## src/design/ped_pkg.sv

```systemverilog
// Shared types, constants and helpers for the percent-escape decoder.
`timescale 1ns / 1ps
package ped_pkg;

  localparam logic [7:0] PERCENT_CHAR = 8'h25;
  localparam logic [7:0] U_CHAR       = 8'h75;
  localparam int unsigned QUEUE_DEPTH = 4;
  localparam int unsigned BURST_MAX   = 3;
  localparam int unsigned QPTR_W      = $clog2(QUEUE_DEPTH);
  localparam int unsigned QCNT_W      = $clog2(QUEUE_DEPTH + 1);

  typedef struct packed {
    logic [7:0] in_byte;
    logic       in_last;
  } in_item_t;

  typedef struct packed {
    logic [7:0] out_byte;
    logic       out_last;
    logic       malformed;
  } out_item_t;

  // results caused by one input item: cnt of them, items[0] first
  typedef struct packed {
    logic [1:0]                    cnt;
    out_item_t [BURST_MAX-1:0]     items;
  } bundle_t;

  typedef struct packed {
    logic       ok;
    logic [3:0] val;
  } hex_t;

  typedef enum logic [3:0] {
    PH_IDLE = 4'b0001,
    PH_PCT  = 4'b0010,
    PH_HEX1 = 4'b0100,
    PH_UNI  = 4'b1000
  } phase_e;

  function automatic hex_t hex_decode(logic [7:0] c);
    hex_t h;
    h.ok  = 1'b1;
    h.val = 4'd0;
    if (c >= 8'h30 && c <= 8'h39) begin
      h.val = c[3:0];
    end else if ((c >= 8'h61 && c <= 8'h66) || (c >= 8'h41 && c <= 8'h46)) begin
      h.val = c[3:0] + 4'd9;
    end else begin
      h.ok = 1'b0;
    end
    return h;
  endfunction

endpackage

```

## src/design/ped_queue.sv

```systemverilog
// Short queue of result bundles between the front and back parts.
`timescale 1ns / 1ps
module ped_queue (
  input  logic              clk_i,
  input  logic              rst_ni,
  input  logic              push_i,
  input  ped_pkg::bundle_t  push_data_i,
  input  logic              pop_i,
  output ped_pkg::bundle_t  head_o,
  output logic              full_o,
  output logic              empty_o
);

  ped_pkg::bundle_t                   mem_q [ped_pkg::QUEUE_DEPTH];
  logic [ped_pkg::QPTR_W-1:0]         wr_ptr_q, wr_ptr_d;
  logic [ped_pkg::QPTR_W-1:0]         rd_ptr_q, rd_ptr_d;
  logic [ped_pkg::QCNT_W-1:0]         count_q, count_d;

  assign full_o  = (count_q == ped_pkg::QCNT_W'(ped_pkg::QUEUE_DEPTH));
  assign empty_o = (count_q == '0);
  assign head_o  = mem_q[rd_ptr_q];

  always_comb begin
    wr_ptr_d = wr_ptr_q;
    rd_ptr_d = rd_ptr_q;
    count_d  = count_q;
    if (push_i) begin
      wr_ptr_d = wr_ptr_q + 1'b1;
    end
    if (pop_i) begin
      rd_ptr_d = rd_ptr_q + 1'b1;
    end
    if (push_i && !pop_i) begin
      count_d = count_q + 1'b1;
    end else if (pop_i && !push_i) begin
      count_d = count_q - 1'b1;
    end
  end

  always_ff @(posedge clk_i or negedge rst_ni) begin
    if (!rst_ni) begin
      wr_ptr_q <= '0;
      rd_ptr_q <= '0;
      count_q  <= '0;
    end else begin
      wr_ptr_q <= wr_ptr_d;
      rd_ptr_q <= rd_ptr_d;
      count_q  <= count_d;
    end
  end

  always_ff @(posedge clk_i) begin
    if (push_i) begin
      mem_q[wr_ptr_q] <= push_data_i;
    end
  end

endmodule

```

## src/design/ped_front.sv

```systemverilog
// Front part: accepts input bytes, tracks escape state, builds result bundles.
`timescale 1ns / 1ps
module ped_front (
  input  logic               clk_i,
  input  logic               rst_ni,
  input  logic               accept_i,
  input  ped_pkg::in_item_t  in_item_i,
  output logic               push_o,
  output ped_pkg::bundle_t   bundle_o
);

  ped_pkg::phase_e  phase_q, phase_d;
  logic [7:0]       held_q, held_d;
  logic [15:0]      acc_q, acc_d;
  logic [1:0]       ucnt_q, ucnt_d;
  logic             uvalid_q, uvalid_d;

  ped_pkg::bundle_t b;
  ped_pkg::hex_t    hc;
  ped_pkg::hex_t    hh;
  logic [7:0]       c;

  function automatic ped_pkg::bundle_t put_item(ped_pkg::bundle_t bi, logic [7:0] d,
                                                 logic mal);
    ped_pkg::bundle_t bo;
    bo = bi;
    if (bi.cnt != 2'd3) begin
      bo.items[bi.cnt].out_byte  = d;
      bo.items[bi.cnt].out_last  = 1'b0;
      bo.items[bi.cnt].malformed = mal;
      bo.cnt                     = bi.cnt + 2'd1;
    end
    return bo;
  endfunction

  function automatic ped_pkg::bundle_t put_utf8(ped_pkg::bundle_t bi, logic [15:0] cp,
                                                 logic mal);
    ped_pkg::bundle_t bo;
    bo = bi;
    if (cp < 16'h0080) begin
      bo = put_item(bo, cp[7:0], mal);
    end else if (cp < 16'h0800) begin
      bo = put_item(bo, {3'b110, cp[10:6]}, mal);
      bo = put_item(bo, {2'b10, cp[5:0]}, mal);
    end else begin
      bo = put_item(bo, {4'b1110, cp[15:12]}, mal);
      bo = put_item(bo, {2'b10, cp[11:6]}, mal);
      bo = put_item(bo, {2'b10, cp[5:0]}, mal);
    end
    return bo;
  endfunction

  assign c  = in_item_i.in_byte;
  assign hc = ped_pkg::hex_decode(c);
  assign hh = ped_pkg::hex_decode(held_q);

  always_comb begin
    phase_d  = phase_q;
    held_d   = held_q;
    acc_d    = acc_q;
    ucnt_d   = ucnt_q;
    uvalid_d = uvalid_q;
    b        = '0;

    unique case (phase_q)
      ped_pkg::PH_PCT: begin
        if (hc.ok) begin
          held_d  = c;
          phase_d = ped_pkg::PH_HEX1;
        end else if (c == ped_pkg::U_CHAR) begin
          acc_d    = '0;
          ucnt_d   = '0;
          uvalid_d = 1'b1;
          phase_d  = ped_pkg::PH_UNI;
        end else begin
          b       = put_item(b, ped_pkg::PERCENT_CHAR, 1'b1);
          phase_d = ped_pkg::PH_IDLE;
          if (c == ped_pkg::PERCENT_CHAR) begin
            phase_d = ped_pkg::PH_PCT;
          end else begin
            b = put_item(b, c, 1'b0);
          end
        end
      end
      ped_pkg::PH_HEX1: begin
        phase_d = ped_pkg::PH_IDLE;
        if (hc.ok) begin
          b = put_item(b, {hh.val, hc.val}, 1'b0);
        end else begin
          b = put_item(b, ped_pkg::PERCENT_CHAR, 1'b1);
          b = put_item(b, held_q, 1'b1);
          if (c == ped_pkg::PERCENT_CHAR) begin
            phase_d = ped_pkg::PH_PCT;
          end else begin
            b = put_item(b, c, 1'b0);
          end
        end
      end
      ped_pkg::PH_UNI: begin
        if (uvalid_q && hc.ok) begin
          acc_d = {acc_q[11:0], hc.val};
        end else begin
          uvalid_d = 1'b0;
        end
        if (ucnt_q == 2'd3) begin
          b        = put_utf8(b, acc_d, !uvalid_d);
          phase_d  = ped_pkg::PH_IDLE;
          held_d   = '0;
          acc_d    = '0;
          ucnt_d   = '0;
          uvalid_d = 1'b1;
        end else begin
          ucnt_d = ucnt_q + 2'd1;
        end
      end
      default: begin
        phase_d = ped_pkg::PH_IDLE;
        if (c == ped_pkg::PERCENT_CHAR) begin
          phase_d = ped_pkg::PH_PCT;
        end else begin
          b = put_item(b, c, 1'b0);
        end
      end
    endcase

    if (in_item_i.in_last) begin
      if (phase_d == ped_pkg::PH_PCT) begin
        b = put_item(b, ped_pkg::PERCENT_CHAR, 1'b1);
      end else if (phase_d == ped_pkg::PH_HEX1) begin
        b = put_item(b, ped_pkg::PERCENT_CHAR, 1'b1);
        b = put_item(b, held_d, 1'b1);
      end else if (phase_d == ped_pkg::PH_UNI) begin
        b = put_utf8(b, acc_d, 1'b1);
      end
      phase_d  = ped_pkg::PH_IDLE;
      held_d   = '0;
      acc_d    = '0;
      ucnt_d   = '0;
      uvalid_d = 1'b1;
      if (b.cnt != 2'd0) begin
        b.items[b.cnt - 2'd1].out_last = 1'b1;
      end
    end
  end

  assign bundle_o = b;
  assign push_o   = accept_i && (b.cnt != 2'd0);

  always_ff @(posedge clk_i or negedge rst_ni) begin
    if (!rst_ni) begin
      phase_q  <= ped_pkg::PH_IDLE;
      held_q   <= '0;
      acc_q    <= '0;
      ucnt_q   <= '0;
      uvalid_q <= 1'b1;
    end else if (accept_i) begin
      phase_q  <= phase_d;
      held_q   <= held_d;
      acc_q    <= acc_d;
      ucnt_q   <= ucnt_d;
      uvalid_q <= uvalid_d;
    end
  end

endmodule

```

## src/design/ped_back.sv

```systemverilog
// Back part: drains queued bundles one byte per transfer into the output register.
`timescale 1ns / 1ps
module ped_back (
  input  logic                clk_i,
  input  logic                rst_ni,
  input  ped_pkg::bundle_t    head_i,
  input  logic                empty_i,
  output logic                pop_o,
  output logic                out_valid_o,
  input  logic                out_stall_i,
  output ped_pkg::out_item_t  out_item_o
);

  logic                out_valid_q, out_valid_d;
  ped_pkg::out_item_t  out_q, out_d;
  logic [1:0]          idx_q, idx_d;
  logic                load;

  assign load = !out_valid_q || !out_stall_i;

  always_comb begin
    out_valid_d = out_valid_q;
    out_d       = out_q;
    idx_d       = idx_q;
    pop_o       = 1'b0;
    if (load) begin
      out_valid_d = !empty_i;
      if (!empty_i) begin
        out_d = head_i.items[idx_q];
        if (idx_q == head_i.cnt - 2'd1) begin
          pop_o = 1'b1;
          idx_d = '0;
        end else begin
          idx_d = idx_q + 2'd1;
        end
      end
    end
  end

  always_ff @(posedge clk_i or negedge rst_ni) begin
    if (!rst_ni) begin
      out_valid_q <= 1'b0;
      idx_q       <= '0;
    end else begin
      out_valid_q <= out_valid_d;
      idx_q       <= idx_d;
    end
  end

  always_ff @(posedge clk_i) begin
    out_q <= out_d;
  end

  assign out_valid_o = out_valid_q;
  assign out_item_o  = out_q;

endmodule

```

## src/design/percent_escape_decoder.sv

```systemverilog
// Top level of the percent-escape decoder.
//
//   channel | direction | handshake           | payload
//   in      | input     | in_valid_i/in_stall_o   | ped_pkg::in_item_t
//   out     | output    | out_valid_o/out_stall_i | ped_pkg::out_item_t
//
// One input byte is taken per cycle while the four-bundle queue has room.
// Each byte yields zero to three output bytes; the back end sends one per cycle
// while not stalled, so the output port sets the sustained rate when bursts
// pile up. First output byte goes through the queue into the output register.
// Reset clears the escape state, the queue pointers and the output valid flag.
`timescale 1ns / 1ps
module percent_escape_decoder (
  input  logic                clk_i,
  input  logic                rst_ni,
  input  logic                in_valid_i,
  output logic                in_stall_o,
  input  ped_pkg::in_item_t   in_item_i,
  output logic                out_valid_o,
  input  logic                out_stall_i,
  output ped_pkg::out_item_t  out_item_o
);

  logic              accept;
  logic              push;
  logic              pop;
  logic              full;
  logic              empty;
  ped_pkg::bundle_t  push_data;
  ped_pkg::bundle_t  head;

  assign in_stall_o = full;
  assign accept     = in_valid_i && !full;

  ped_front u_front (
    .clk_i     (clk_i),
    .rst_ni    (rst_ni),
    .accept_i  (accept),
    .in_item_i (in_item_i),
    .push_o    (push),
    .bundle_o  (push_data)
  );

  ped_queue u_queue (
    .clk_i       (clk_i),
    .rst_ni      (rst_ni),
    .push_i      (push),
    .push_data_i (push_data),
    .pop_i       (pop),
    .head_o      (head),
    .full_o      (full),
    .empty_o     (empty)
  );

  ped_back u_back (
    .clk_i       (clk_i),
    .rst_ni      (rst_ni),
    .head_i      (head),
    .empty_i     (empty),
    .pop_o       (pop),
    .out_valid_o (out_valid_o),
    .out_stall_i (out_stall_i),
    .out_item_o  (out_item_o)
  );

endmodule

```

## config.mk

```make
export PLATFORM = sky130hd
export DESIGN_NAME = percent_escape_decoder
export DESIGN_NICKNAME = d
export VERILOG_FILES = /design/src/design/ped_pkg.sv /design/src/design/ped_queue.sv /design/src/design/ped_front.sv /design/src/design/ped_back.sv /design/src/design/percent_escape_decoder.sv
export SDC_FILE = /design/constraint.sdc
export NUM_CORES = 1
export LEC_CHECK = 0
export BUFFER_PORTS_ARGS = -buffer_cell sky130_fd_sc_hd__buf_2
export CAP_MARGIN = 30
export CORE_MARGIN = 2
export CORE_UTILIZATION = 40
export CTS_CLUSTER_DIAMETER = 80
export DETAILED_ROUTE_END_ITERATION = 7
export GPL_ROUTABILITY_DRIVEN = 0
export HOLD_SLACK_MARGIN = 0.12
export SLEW_MARGIN = 20
export SYNTH_ARGS = -nofsm -noshare
export SYNTH_HDL_FRONTEND = slang
export SYNTH_HIERARCHICAL = 1
export SYNTH_SLANG_ARGS = --single-unit
export TNS_END_PERCENT = 10
```

## constraint.sdc

```tcl
create_clock -name clk_i -period 5.1 [get_ports clk_i]
set_input_delay 1.02 -clock clk_i [delete_from_list [all_inputs] [get_ports clk_i]]
set_output_delay 1.02 -clock clk_i [all_outputs]
set_load 0.005 [all_outputs]
```

After elaboration in Yosys (flattened, before gate mapping)
Memory sizes are Yosys's and may differ from the RTL's.
Index checks and enable logic that the tools add are counted.

cells by class
  add/sub/neg operators = 21
  $lt $le $gt $ge = 41
  equality and inequality tests = 24
  mux-type cells = 242
  bitwise gates (word level) = 1
  reductions and logical operators = 40

operators with widths
  cell                                                                                 count
  32-bit 2-to-1 mux                                                                    56
  30-bit bitwise mux                                                                   43
  10-bit demux with 2-bit select                                                       34
  10-bit 2-to-1 mux                                                                    25
  16-bit 2-to-1 mux                                                                    6
  32-bit case mux with 3 select lines                                                  1
  2-bit 2-to-1 mux                                                                     31
  2-bit by 3-bit < comparator with 1-bit output, second input constant                 13
  4-bit 2-to-1 mux                                                                     9
  8-bit by 7-bit greater-or-equal comparator with 1-bit output, second input constant  4
  8-bit by 7-bit <= comparator with 1-bit output, second input constant                4
  16-bit by 12-bit < comparator with 1-bit output, second input constant               2
  16-bit by 8-bit < comparator with 1-bit output, second input constant                2
  16-bit case mux with 2 select lines                                                  1
  31-bit 2-to-1 mux                                                                    1
  2-bit by 1-bit adder with 2-bit output, second input constant                        15
  30-bit 2-to-1 mux                                                                    1
  2-bit by 1-bit greater-or-equal comparator with 1-bit output, second input constant  12
  1-bit 2-to-1 mux                                                                     24
  8-bit 2-to-1 mux                                                                     3
  1-bit logical AND                                                                    23
  2-bit != test, second input constant                                                 11
  10-bit binary-select mux with 2-bit select                                           1
  8-bit by 6-bit greater-or-equal comparator with 1-bit output, second input constant  2
  28 further kinds                                                                     45

storage, ports and cells
  register bits after elaboration = 51
  RAM bits = 128
  input bits = 13
  logic and storage cells = 383
  memories = 1

memory list
  memory         words  bits a word  read ports  clocked after memory_dff  wr ports  RTL line         text
  u_queue.mem_q  4      32           1           0                         1         ped_queue.sv:14  ped_pkg::bundle_t mem_q [ped_pkg::QUEUE_DEPTH];

Logic depth before layout (Yosys ltp)
Gate-level depths: netlist (run 1).

  depth in word-level cells = 93
  mapped depth = 18
  gate-level depth less buffers = 16

Cells and area by module
The synthesis (run 1) kept the hierarchy.

modules (own cells, without submodules)
  module                  instances  cells an instance  area an instance (um^2)
  ped_queue               1          202                5,059.9
  ped_front               1          546                4,076.4
  ped_back                1          64                 716.9
  percent_escape_decoder  1          1                  13.8

Worst setup path after synthesis (run 1)
Ideal clock, no wire load.

  path kind = input to register
  from = input port in_item_i[5] (netlist bit)
  to = memory u_queue/mem_q[0][0] (netlist bit), enable pin
  arrival = 4.473 ns
  required time = 4.708 ns
  slack = 0.235 ns
  stages = 9
  cell sequence = buf_2 or4b_4 or4_4 and3_4 a211oi_4 o31ai_1 nor2b_1 o31ai_1 and2_1

on the way
  longest elaborated chain between the ends = 42

RTL lines
  element                                                                                                                                RTL line                      text
  start: declaration                                                                                                                     percent_escape_decoder.sv:18  input ped_pkg::in_item_t in_item_i,
  8-bit by 7-bit greater-or-equal comparator with 1-bit output / 8-bit by 7-bit <= comparator with 1-bit output (equally long branches)  ped_pkg.sv:47                 end else if ((c >= 8'h61 && c <= 8'h66) || (c >= 8'h41 && c <= 8'h46)) begin
  1-bit logical AND                                                                                                                      ped_pkg.sv:47
  1-bit logical OR                                                                                                                       ped_pkg.sv:47
  1-bit 2-to-1 mux                                                                                                                       ped_pkg.sv:47
  1-bit 2-to-1 mux                                                                                                                       ped_pkg.sv:45                 if (c >= 8'h30 && c <= 8'h39) begin
  1-bit logical AND                                                                                                                      ped_front.sv:100              if (uvalid_q && hc.ok) begin
  16-bit 2-to-1 mux                                                                                                                      ped_front.sv:100
  16-bit 2-to-1 mux                                                                                                                      ped_front.sv:65               unique case (phase_q)
  [... 27 more ...]                                                                                                                      --
  32-bit 2-to-1 mux                                                                                                                      ped_front.sv:127              if (phase_d == ped_pkg::PH_PCT) begin
  32-bit 2-to-1 mux                                                                                                                      ped_front.sv:126              if (in_item_i.in_last) begin
  32-bit 2-to-1 mux *                                                                                                                    ped_front.sv:126
  2-bit nonzero test *                                                                                                                   ped_front.sv:147              assign push_o = accept_i && (b.cnt != 2'd0);
  1-bit logical AND *                                                                                                                    ped_front.sv:147
  named net push                                                                                                                         percent_escape_decoder.sv:25  logic push;
  1-bit 2-to-1 mux *                                                                                                                     ped_queue.sv:53               if (push_i) begin
  1-bit 2-to-1 mux (implied by the code) *                                                                                               ped_queue.sv:54               mem_q[wr_ptr_q] <= push_data_i;
  end: declaration                                                                                                                       ped_queue.sv:14

Mark *: on every way through the listed nets, which the timed path passes. The rest lies on a longest branch. The select of a mux whose other input is x is not followed.

Worst setup path in the final report (run 1)
  from = input port in_item_i[5] (netlist bit)
  to = register u_queue/count_q[2] (netlist bit)

on the way
  longest elaborated chain between the ends = 43

RTL lines
  element                                                                                                                                RTL line                      text
  8-bit by 7-bit greater-or-equal comparator with 1-bit output / 8-bit by 7-bit <= comparator with 1-bit output (equally long branches)  ped_pkg.sv:47
  1-bit logical AND                                                                                                                      ped_pkg.sv:47
  1-bit logical OR                                                                                                                       ped_pkg.sv:47
  1-bit 2-to-1 mux                                                                                                                       ped_pkg.sv:47
  1-bit 2-to-1 mux                                                                                                                       ped_pkg.sv:45
  1-bit logical AND                                                                                                                      ped_front.sv:100
  16-bit 2-to-1 mux                                                                                                                      ped_front.sv:100
  16-bit 2-to-1 mux                                                                                                                      ped_front.sv:65
  [... 28 more ...]                                                                                                                      --
  32-bit 2-to-1 mux                                                                                                                      ped_front.sv:126
  32-bit 2-to-1 mux *                                                                                                                    ped_front.sv:126
  2-bit nonzero test *                                                                                                                   ped_front.sv:147
  1-bit logical AND *                                                                                                                    ped_front.sv:147
  named net push                                                                                                                         percent_escape_decoder.sv:25
  1-bit logical NOT                                                                                                                      ped_queue.sv:35               end else if (pop_i && !push_i) begin
  1-bit logical AND                                                                                                                      ped_queue.sv:35
  2-bit nonzero test (no source line)                                                                                                    --
  end signal: assignment                                                                                                                 ped_queue.sv:48               count_q <= count_d;
  end: declaration                                                                                                                       ped_queue.sv:17               logic [ped_pkg::QCNT_W-1:0] count_q, count_d;

Marked as above.
A chain may end at the register's enable or synchronous reset.

==> results of run 1 <==
-- metal layers --
layer,routed length (um),part of all wire (%)
met5,0,0
met4,1050,3.8
met3,2340,8.6
met2,12200,45
met1,11600,43
-- worst reg2reg max path: stages, from the launching register on --
cell and delay [ns]:
dfrtp_1 0.47, or4b_1 0.72, nor3_4 0.43, or2_2 0.29, o31ai_1 0.12, nor2b_1 0.18, o31ai_1 0.70, ha_1 0.31
inv_1 0.07, fa_1 0.43, xor2_1 0.17, nor2_1 0.11, xor2_1 0.15
-- stage by stage --
step           power (mW)  std cells  hold WS [ns]
2_1_floorplan        3.19        813         0.456
3_3_place_gp         3.51       1155         0.478
3_5_place_dp         3.53       1156         0.491
4_1_cts              4.89       1188         0.496
5_1_grt              5.09       1188         0.515
6_report             4.83       1188         0.499
-- where the power goes --
part | internal [mW] | total [mW] | switching (mW)
logic | 0.614 | 1.34 | 0.729
clock network | 0.676 | 1.35 | 0.676
registers | 1.94 | 2.14 | 0.199
-- registers in the layout, indices dropped and copies added (netlist names) --
signal              flops
u_front/held_q          8
u_front/acc_q          16
u_queue/count_q         3
u_back/out_item_o      10
u_queue/mem_q         128
u_queue/wr_ptr_q        2
u_front/ucnt_q          2
u_back/idx_q            2
u_queue/rd_ptr_q        2
u_back/out_valid_o      1
u_front/phase_q         4
u_front/uvalid_q        1
-- worst min-delay path by stage --
stage	start	endpoint	slack [ns]	cells past startpoint
after floorplan	u_queue/count_q[2]	u_queue/count_q[2]	0.46	1
after global placement	u_queue/count_q[2]	u_queue/count_q[2]	0.48	1
after detailed placement	u_queue/count_q[2]	u_queue/count_q[2]	0.49	1
after CTS	rst_ni	u_front/ucnt_q[1]	0.50	1
after global routing	rst_ni	u_front/ucnt_q[1]	0.52	1
final	rst_ni	u_front/ucnt_q[1]	0.50	1
-- synthesized netlist by cell type (6+ instances only) --
library cell    n
a21o_1          6
a21oi_1        44
a22oi_1        15
a2bb2oi_1       6
a31oi_1        10
a32oi_1        11
and2_1         10
buf_2          11
buf_6           7
clkbuf_1       28
dfrtp_1        39
edfxtp_1      138
ha_1           12
inv_1          45
mux2i_1        19
mux4_2         28
nand2_1        58
nand2b_1        8
nand3_1         9
nor2_1         37
nor2b_1         7
nor3_1         16
nor4_1          6
o21ai_0        33
o21ai_1        14
o221ai_1       10
o22ai_1        32
o31ai_1         8
or4_1           6
xnor2_1         6
-- cell families after synthesis --
logic type / share of synthesized area (%)
adders and majority gates: 1.72
muxes: 9.61
and+or+nand+nor: 11.9
AOI/OAI and AO/OA: 18.2
xor gates and xnor gates: 1.05
DFF: 52.4
buffers and inverters: 5.06
-- area by class of cell --
| type | instances | share of cell area (%) |
|---|---|---|
| sequential | 179 | 46.7 |
| multi-input combinational | 534 | 37.9 |
| timing repair buffer | 74 | 4.59 |
| clock buffer | 17 | 3.84 |
| tap | 324 | 3.66 |
| clock inverter | 15 | 1.74 |
| inverter | 45 | 1.53 |
-- cells in the final DEF (no fill, tap or decap), types with 5 or more instances in the layout --
cell       instances
edfxtp_1         138
nand2_1           58
buf_4             49
inv_1             45
a21oi_1           44
dfrtp_1           38
nor2_1            37
o21ai_0           33
o22ai_1           32
mux4_2            28
buf_2             24
mux2i_1           19
clkbuf_16         17
nor3_1            16
a22oi_1           15
o21ai_1           14
ha_1              12
a32oi_1           11
and2_1            10
o221ai_1          10
a31oi_1           10
nand3_1            9
nand2b_1           8
o31ai_1            8
nor2b_1            7
a21o_1             6
or4_1              6
nor4_1             6
xnor2_1            6
a2bb2oi_1          6
a211oi_1           5
a21oi_2            5
nand4_1            5
a221oi_1           5
==> qor.yml, run 1 <==
numPortBuffers: 24
met2_usage_pct: 31.6
r2r-end: "u_queue/count_q[2]"
crit_arrival_ns: 4.86
yosys_warnings: 6
skew_ns: 0.0201
worstPathRequired_ns: 5.46
worst_pin_slew_ns: 0.922
min-delay-path-class: "primary input to async pin"
finalSetupViolations: 0
drv_slew: 0
grt_first_pass_wirelength_mm: 41.8
syn_area_um2: 9870
ctsHoldBuffers: 0
ys_types: 97
die_area_um2: 25900
seqCellArea_um2: 5170
crit_buf_inv: 2
ys_async_sr_fraction_pct: 22.9
r2r_cells: 12
critical_path.top_delay_family: "simple AND/OR/NAND/NOR gates"
grt_pass1_vias: 7007
path_class: "primary input to flop"
power.density_nw_per_um2: 437
htreeDepth: 4
synth_area_leaders: "edfxtp_1 (42%), dfrtp_1 (9.9%), mux4_2 (6.4%)"
cts_repair_resize_count: 0
synth_edf_count: 138
regToRegSetupSlack_ns: 0.85
ios: 25
cellLeakagePower_nw: 3.91
wl_per_cell_um: 22.9
drt-initial-drc-count: 927
grt_busiest_layer: "met2"
endpoint_kind: "flop"
path_depth: 14
yosysTopAreaCell: "edfxtp_1"
ys_ff_latch: 179
status: "finished, final reports clean"
maxCapViolCount: 0
fin_nets: 877
synth-main-ff-cell: "edfxtp_1"
synth_cells: 813
clk_latency_ns: 0.44
cts_sinks: 179
grt_overflow_total: 0
post_drt_via_cell_ratio: 6.20
slew_headroom_pct: 38.5
multi_input_area_um2: 4200
worst_slack_ns: 0.599
grt_max_degree: 42
crit_start: "in_item_i[5]"
dpl-instance-area_um2: 10500
max_freq_ghz: 0.222
design_area_um2: 11100
num_vias: 7363
worstPathMaxFanout: 9
root_buffer: "clkbuf_16"
area_growth_pct: 12.2
die_w_um: 161
cts_buffer_depth: 2
finalCriticalPeriod_ns: 4.50
r2r-start: "u_front/phase_q[3]"
rsz0062_at_grt: "no"
synth-seq-area-share_pct: 52.4
place_ws_ns: 0.113
synth_nets: 839
hpwl_mm: 19.2
std_cell_rows: 57
crit_chain: "buf_2, or4b_4, or4_4, and3_4, a211oi_4, o31ai_1, nor2b_1, o31ai_1, ha_1, inv_1, fa_1, xor2_1, nor2_1, xor2_1"
period_share_pct: 88.3
slowest_delay_ns: 0.70
critPathLaunchType: "primary input"
fin_tns_setup_ns: 0
crit_end: "u_queue/count_q[2]"
core_area_um2: 24200
finalHoldViolCount: 0
synthDominantCellAreaShare_pct: 42.0
die_y_um: 161
cts_inserted_buffers: 17
drt_first_pass_iters: 5
track_usage_pct: 21.3
antennaDiodeCount: 0
critPathSlowestCell: "o31ai_1"
cts.clk_slew.worst_paths_ns: 0.09
grt_use_met3_pct: 4.47
drive_gt1_share_pct: 21.2
antenna_found_initial: 0
peakVddDrop_mv: 0.203
fillers: 2196
final_util_pct: 45.7
cts_tree: "yes"
avgSynthCellArea_um2: 12.1
cts_setup_buffers: 0
final_antenna_net_count: 0
initial_utilization_pct: 40.7
drc: 0
use_met1_pct: 30.3
wl_mm: 27.2
(Power assumes the default switching activity.)
==> run 2: changes to the inputs <==
RECOVER_POWER = 100   (was unset)
SYNTH_HIERARCHICAL = unset   (was 1)
==> run 2 against run 1 <==
Effect of this change: the run now ends with max-capacitance violations, max-slew violations left; setup slack worse by 0.059 ns; synthesized area down 1.9%; routed wire length down 3.9%; non-clock buffer count down 14; worst hold slack worse by 0.0044 ns; count of clock-buffer cells in the layout up 1; die area down 1.9%; final area down 2.5%; sequential share of layout area up 1.2 points.
==> qor.yml, run 2 <==
peakVddDrop_mv: 0.195  # was 0.203 mV
rsz0062_at_grt: "no"  # unchanged
die_y_um: 160  # was 161 um
place_ws_ns: 0.392  # was 0.113 ns
skew_ns: 0.0123  # was 0.0201 ns
r2r-end: "u_queue.count_q[2]"  # was u_queue/count_q[2]
power.density_nw_per_um2: 422  # was 437 nW/um^2
regToRegSetupSlack_ns: 1.07  # was 0.85 ns
path_class: "primary input to flop"  # unchanged
crit_arrival_ns: 4.91  # was 4.86 ns
top_register: "u_queue.mem_q"  # was u_queue/mem_q
die_area_um2: 25400  # was 25900 um^2
avgSynthCellArea_um2: 12.0  # was 12.1 um^2
worstPathRequired_ns: 5.45  # was 5.46 ns
slew_headroom_pct: -11.7  # was 38.5%
r2r_cells: 14  # was 12
yosys_warnings: 0  # was 6
min-delay-path-class: "flop to flop"  # was primary input to async pin
drt-initial-drc-count: 1005  # was 927
grt_first_pass_wirelength_mm: 41.1  # was 41.8 mm
htreeDepth: 4  # unchanged
grt_overflow_total: 0  # unchanged
synth-seq-area-share_pct: 53.5  # was 52.4%
cts.clk_slew.worst_paths_ns: 0.07  # was 0.09 ns
pwr-share-comb_pct: 25.8  # was 27.8%
synth_cells: 806  # was 813
synth_area_leaders: "edfxtp_1 (43%), dfrtp_1 (10%), mux4_2 (7.4%)"  # was edfxtp_1 (42%), dfrtp_1 (9.9%), mux4_2 (6.4%)
fin_tns_setup_ns: 0  # unchanged
ys_types: 87  # was 97
finalHoldViolCount: 0  # unchanged
initial_utilization_pct: 41.0  # was 40.7%
hp-start: "u_back.out_valid_o"
final_antenna_net_count: 0  # unchanged
synth.most_common_cell: "edfxtp_1"  # unchanged
die_w_um: 160  # was 161 um
std_cell_rows: 56  # was 57
swShare_pct: 30.9  # was 33.2%
status: "complete, but fails checks"  # was finished, final reports clean
worst_pin_slew_ns: 1.68  # was 0.922 ns
area_growth_pct: 11.6  # was 12.2%
p_switching_mw: 1.41  # was 1.60 mW
cellLeakagePower_nw: 3.84  # was 3.91 nW
finalSetupViolations: 0  # unchanged
r2r-start: "u_front.phase_q[2]"  # was u_front/phase_q[3]
violations: "max-capacitance violations, max-slew violations"
cts_sinks: 179  # unchanged
synth_edf_count: 138  # unchanged
cts_buffer_depth: 2  # unchanged
synth.top_cells.by_count: "edfxtp_1 (138), nand2_1 (79), o21ai_0 (50)"  # was edfxtp_1 (138), nand2_1 (58), inv_1 (45)
worst_slack_ns: 0.540  # was 0.599 ns
cts_repair_resize_count: 0  # unchanged
synth_nets: 833  # was 839
crit_chain: "clkbuf_1, ha_1, and4bb_1, a31oi_1, a31o_1, a221o_1, o21ai_4, a32o_1, a21oi_4, ha_1, inv_1, fa_1, xor2_1, nor2_1, xor2_1"  # was buf_2, or4b_4, or4_4, and3_4, a211oi_4, o31ai_1, nor2b_1, o31ai_1, ha_1, inv_1, fa_1, xor2_1, nor2_1, xor2_1
synth-main-ff-cell: "edfxtp_1"  # unchanged
ctsHoldBuffers: 0  # unchanged
ios: 25  # unchanged
period_share_pct: 89.4  # was 88.3%
worstHoldPathCells: 2
num_vias: 7159  # was 7363
root_buffer: "clkbuf_16"  # unchanged
post_drt_via_cell_ratio: 6.17  # was 6.20
ys_ff_latch: 179  # unchanged
ys_async_sr_fraction_pct: 22.9  # unchanged
critPathLaunchType: "primary input"  # unchanged
final_common_cell: "edfxtp_1"  # unchanged
track_usage_pct: 20.8  # was 21.3%
wl_mm: 26.2  # was 27.2 mm
hpwl_mm: 18.5  # was 19.2 mm
core_area_um2: 23600  # was 24200 um^2
drv_slew: 48  # was 0
critPathSlowestCell: "a31oi_1"  # was o31ai_1
grt_max_degree: 34  # was 42
hold_path_end: "u_back.out_valid_o"
seq_power_share_pct: 45.2  # was 44.3%
numPortBuffers: 24  # unchanged
clkPwrFrac_pct: 29.0  # was 28.0%
final_cell_mix: "edfxtp_1 (138), nand2_1 (79), o21ai_0 (53)"  # was edfxtp_1 (138), nand2_1 (58), buf_4 (49)
grt_pass1_vias: 6886  # was 7007
wl_per_cell_um: 22.5  # was 22.9 um
worstPathMaxFanout: 11  # was 9
clk_latency_ns: 0.44  # about the same
antenna_found_initial: 0  # unchanged
cts_inserted_buffers: 17  # unchanged
drive_gt1_share_pct: 16.0  # was 21.2%
synthDominantCellAreaShare_pct: 42.8  # was 42.0%
largest_reg_flops: 128  # unchanged
internal-power_mw: 3.15  # was 3.23 mW
antennaDiodeCount: 0  # unchanged
max_freq_ghz: 0.219  # was 0.222 GHz
cts_setup_buffers: 0  # unchanged
syn_area_um2: 9680  # was 9870 um^2
cts_tree: "yes"  # unchanged
drt_first_pass_iters: 6  # was 5
drc: 0  # unchanged
yosysTopAreaCell: "edfxtp_1"  # unchanged
endpoint_kind: "flop"  # unchanged
finalCriticalPeriod_ns: 4.56  # was 4.50 ns
slowest_delay_ns: 0.69  # was 0.70 ns
maxCapViolCount: 2  # was 0
fin_nets: 856  # was 877
[run 2: stage by stage]
| step | std cells | hold WS [ns] | power, mW | cell area (um^2) | utilization (%) |
|---|---|---|---|---|---|
| after floorplan | 806 | 0.456 | 2.91 | 9680 | - |
| after global placement | 1128 | 0.471 | 3.30 | 10300 | 43.5 |
| after detailed placement | 1129 | 0.474 | 3.32 | 10300 | 43.6 |
| after CTS | 1161 | 0.483 | 4.64 | 10900 | 46.1 |
| after global routing | 1161 | 0.547 | 4.81 | 10800 | 45.7 |
| final | 1161 | 0.495 | 4.56 | 10800 | 45.7 |
[run 2: worst max-delay path: cells and delay by family]
family | cells | cell delay (ns)
compound gates | 6 | 1.92
fa+ha+maj | 3 | 0.99
simple gates | 2 | 0.37
xor+xnor | 2 | 0.30
buf+inv | 2 | 0.29
[run 2: cell type report]
cell class,instances,area (um^2)
fillers,2172,12800
well taps,319,399
clock inverters,14,165
multi-input cells,541,4130
flip-flops and latches,179,5170
clock buffers,18,429
repair buffers,60,390
inverters,30,113
[run 2: worst max path at each step]
stage / start / endpoint / slack, ns / depth (start not counted)
after CTS: in_item_i[2] / u_queue.count_q[2] / 0.83 / 16
final: in_item_i[1] / u_queue.count_q[2] / 0.54 / 15
after global routing: in_item_i[1] / u_queue.count_q[2] / 0.32 / 15
after detailed placement: in_item_i[1] / u_queue.count_q[2] / 0.39 / 16
after floorplan: in_item_i[1] / u_queue.mem_q[0][0] / 0.42 / 12
after global placement: in_item_i[2] / u_queue.count_q[2] / 0.48 / 16
[run 2: routing by layer]
metal	part of all wire (%)	global-route usage [%]	vias to the layer above
met4	4.1	8.47	0
met5	0	0	-
li1	-	-	3228
met1	44	29.2	3517
met2	45	31.7	332
met3	7.3	4.32	82
[run 2: cell families after synthesis]
family	Yosys count	share of synthesized area [%]
multiplexers	59	10.3
AND/OR/NAND/NOR	209	11.4
buffers and inverters	86	3.59
flip-flops	179	53.5
AO/OA/AOI/OAI	246	18.1
adder cells (fa/ha/maj)	14	1.89
XOR/XNOR	13	1.18
[run 2: power by group through the flow]
stage	combinational, mW	clock [mW]	sequential (mW)
after floorplan	0.888	0	2.02
after global placement	1.21	0	2.09
after detailed placement	1.22	0	2.10
after CTS	1.22	1.35	2.07
after global routing	1.30	1.41	2.10
final	1.18	1.32	2.06
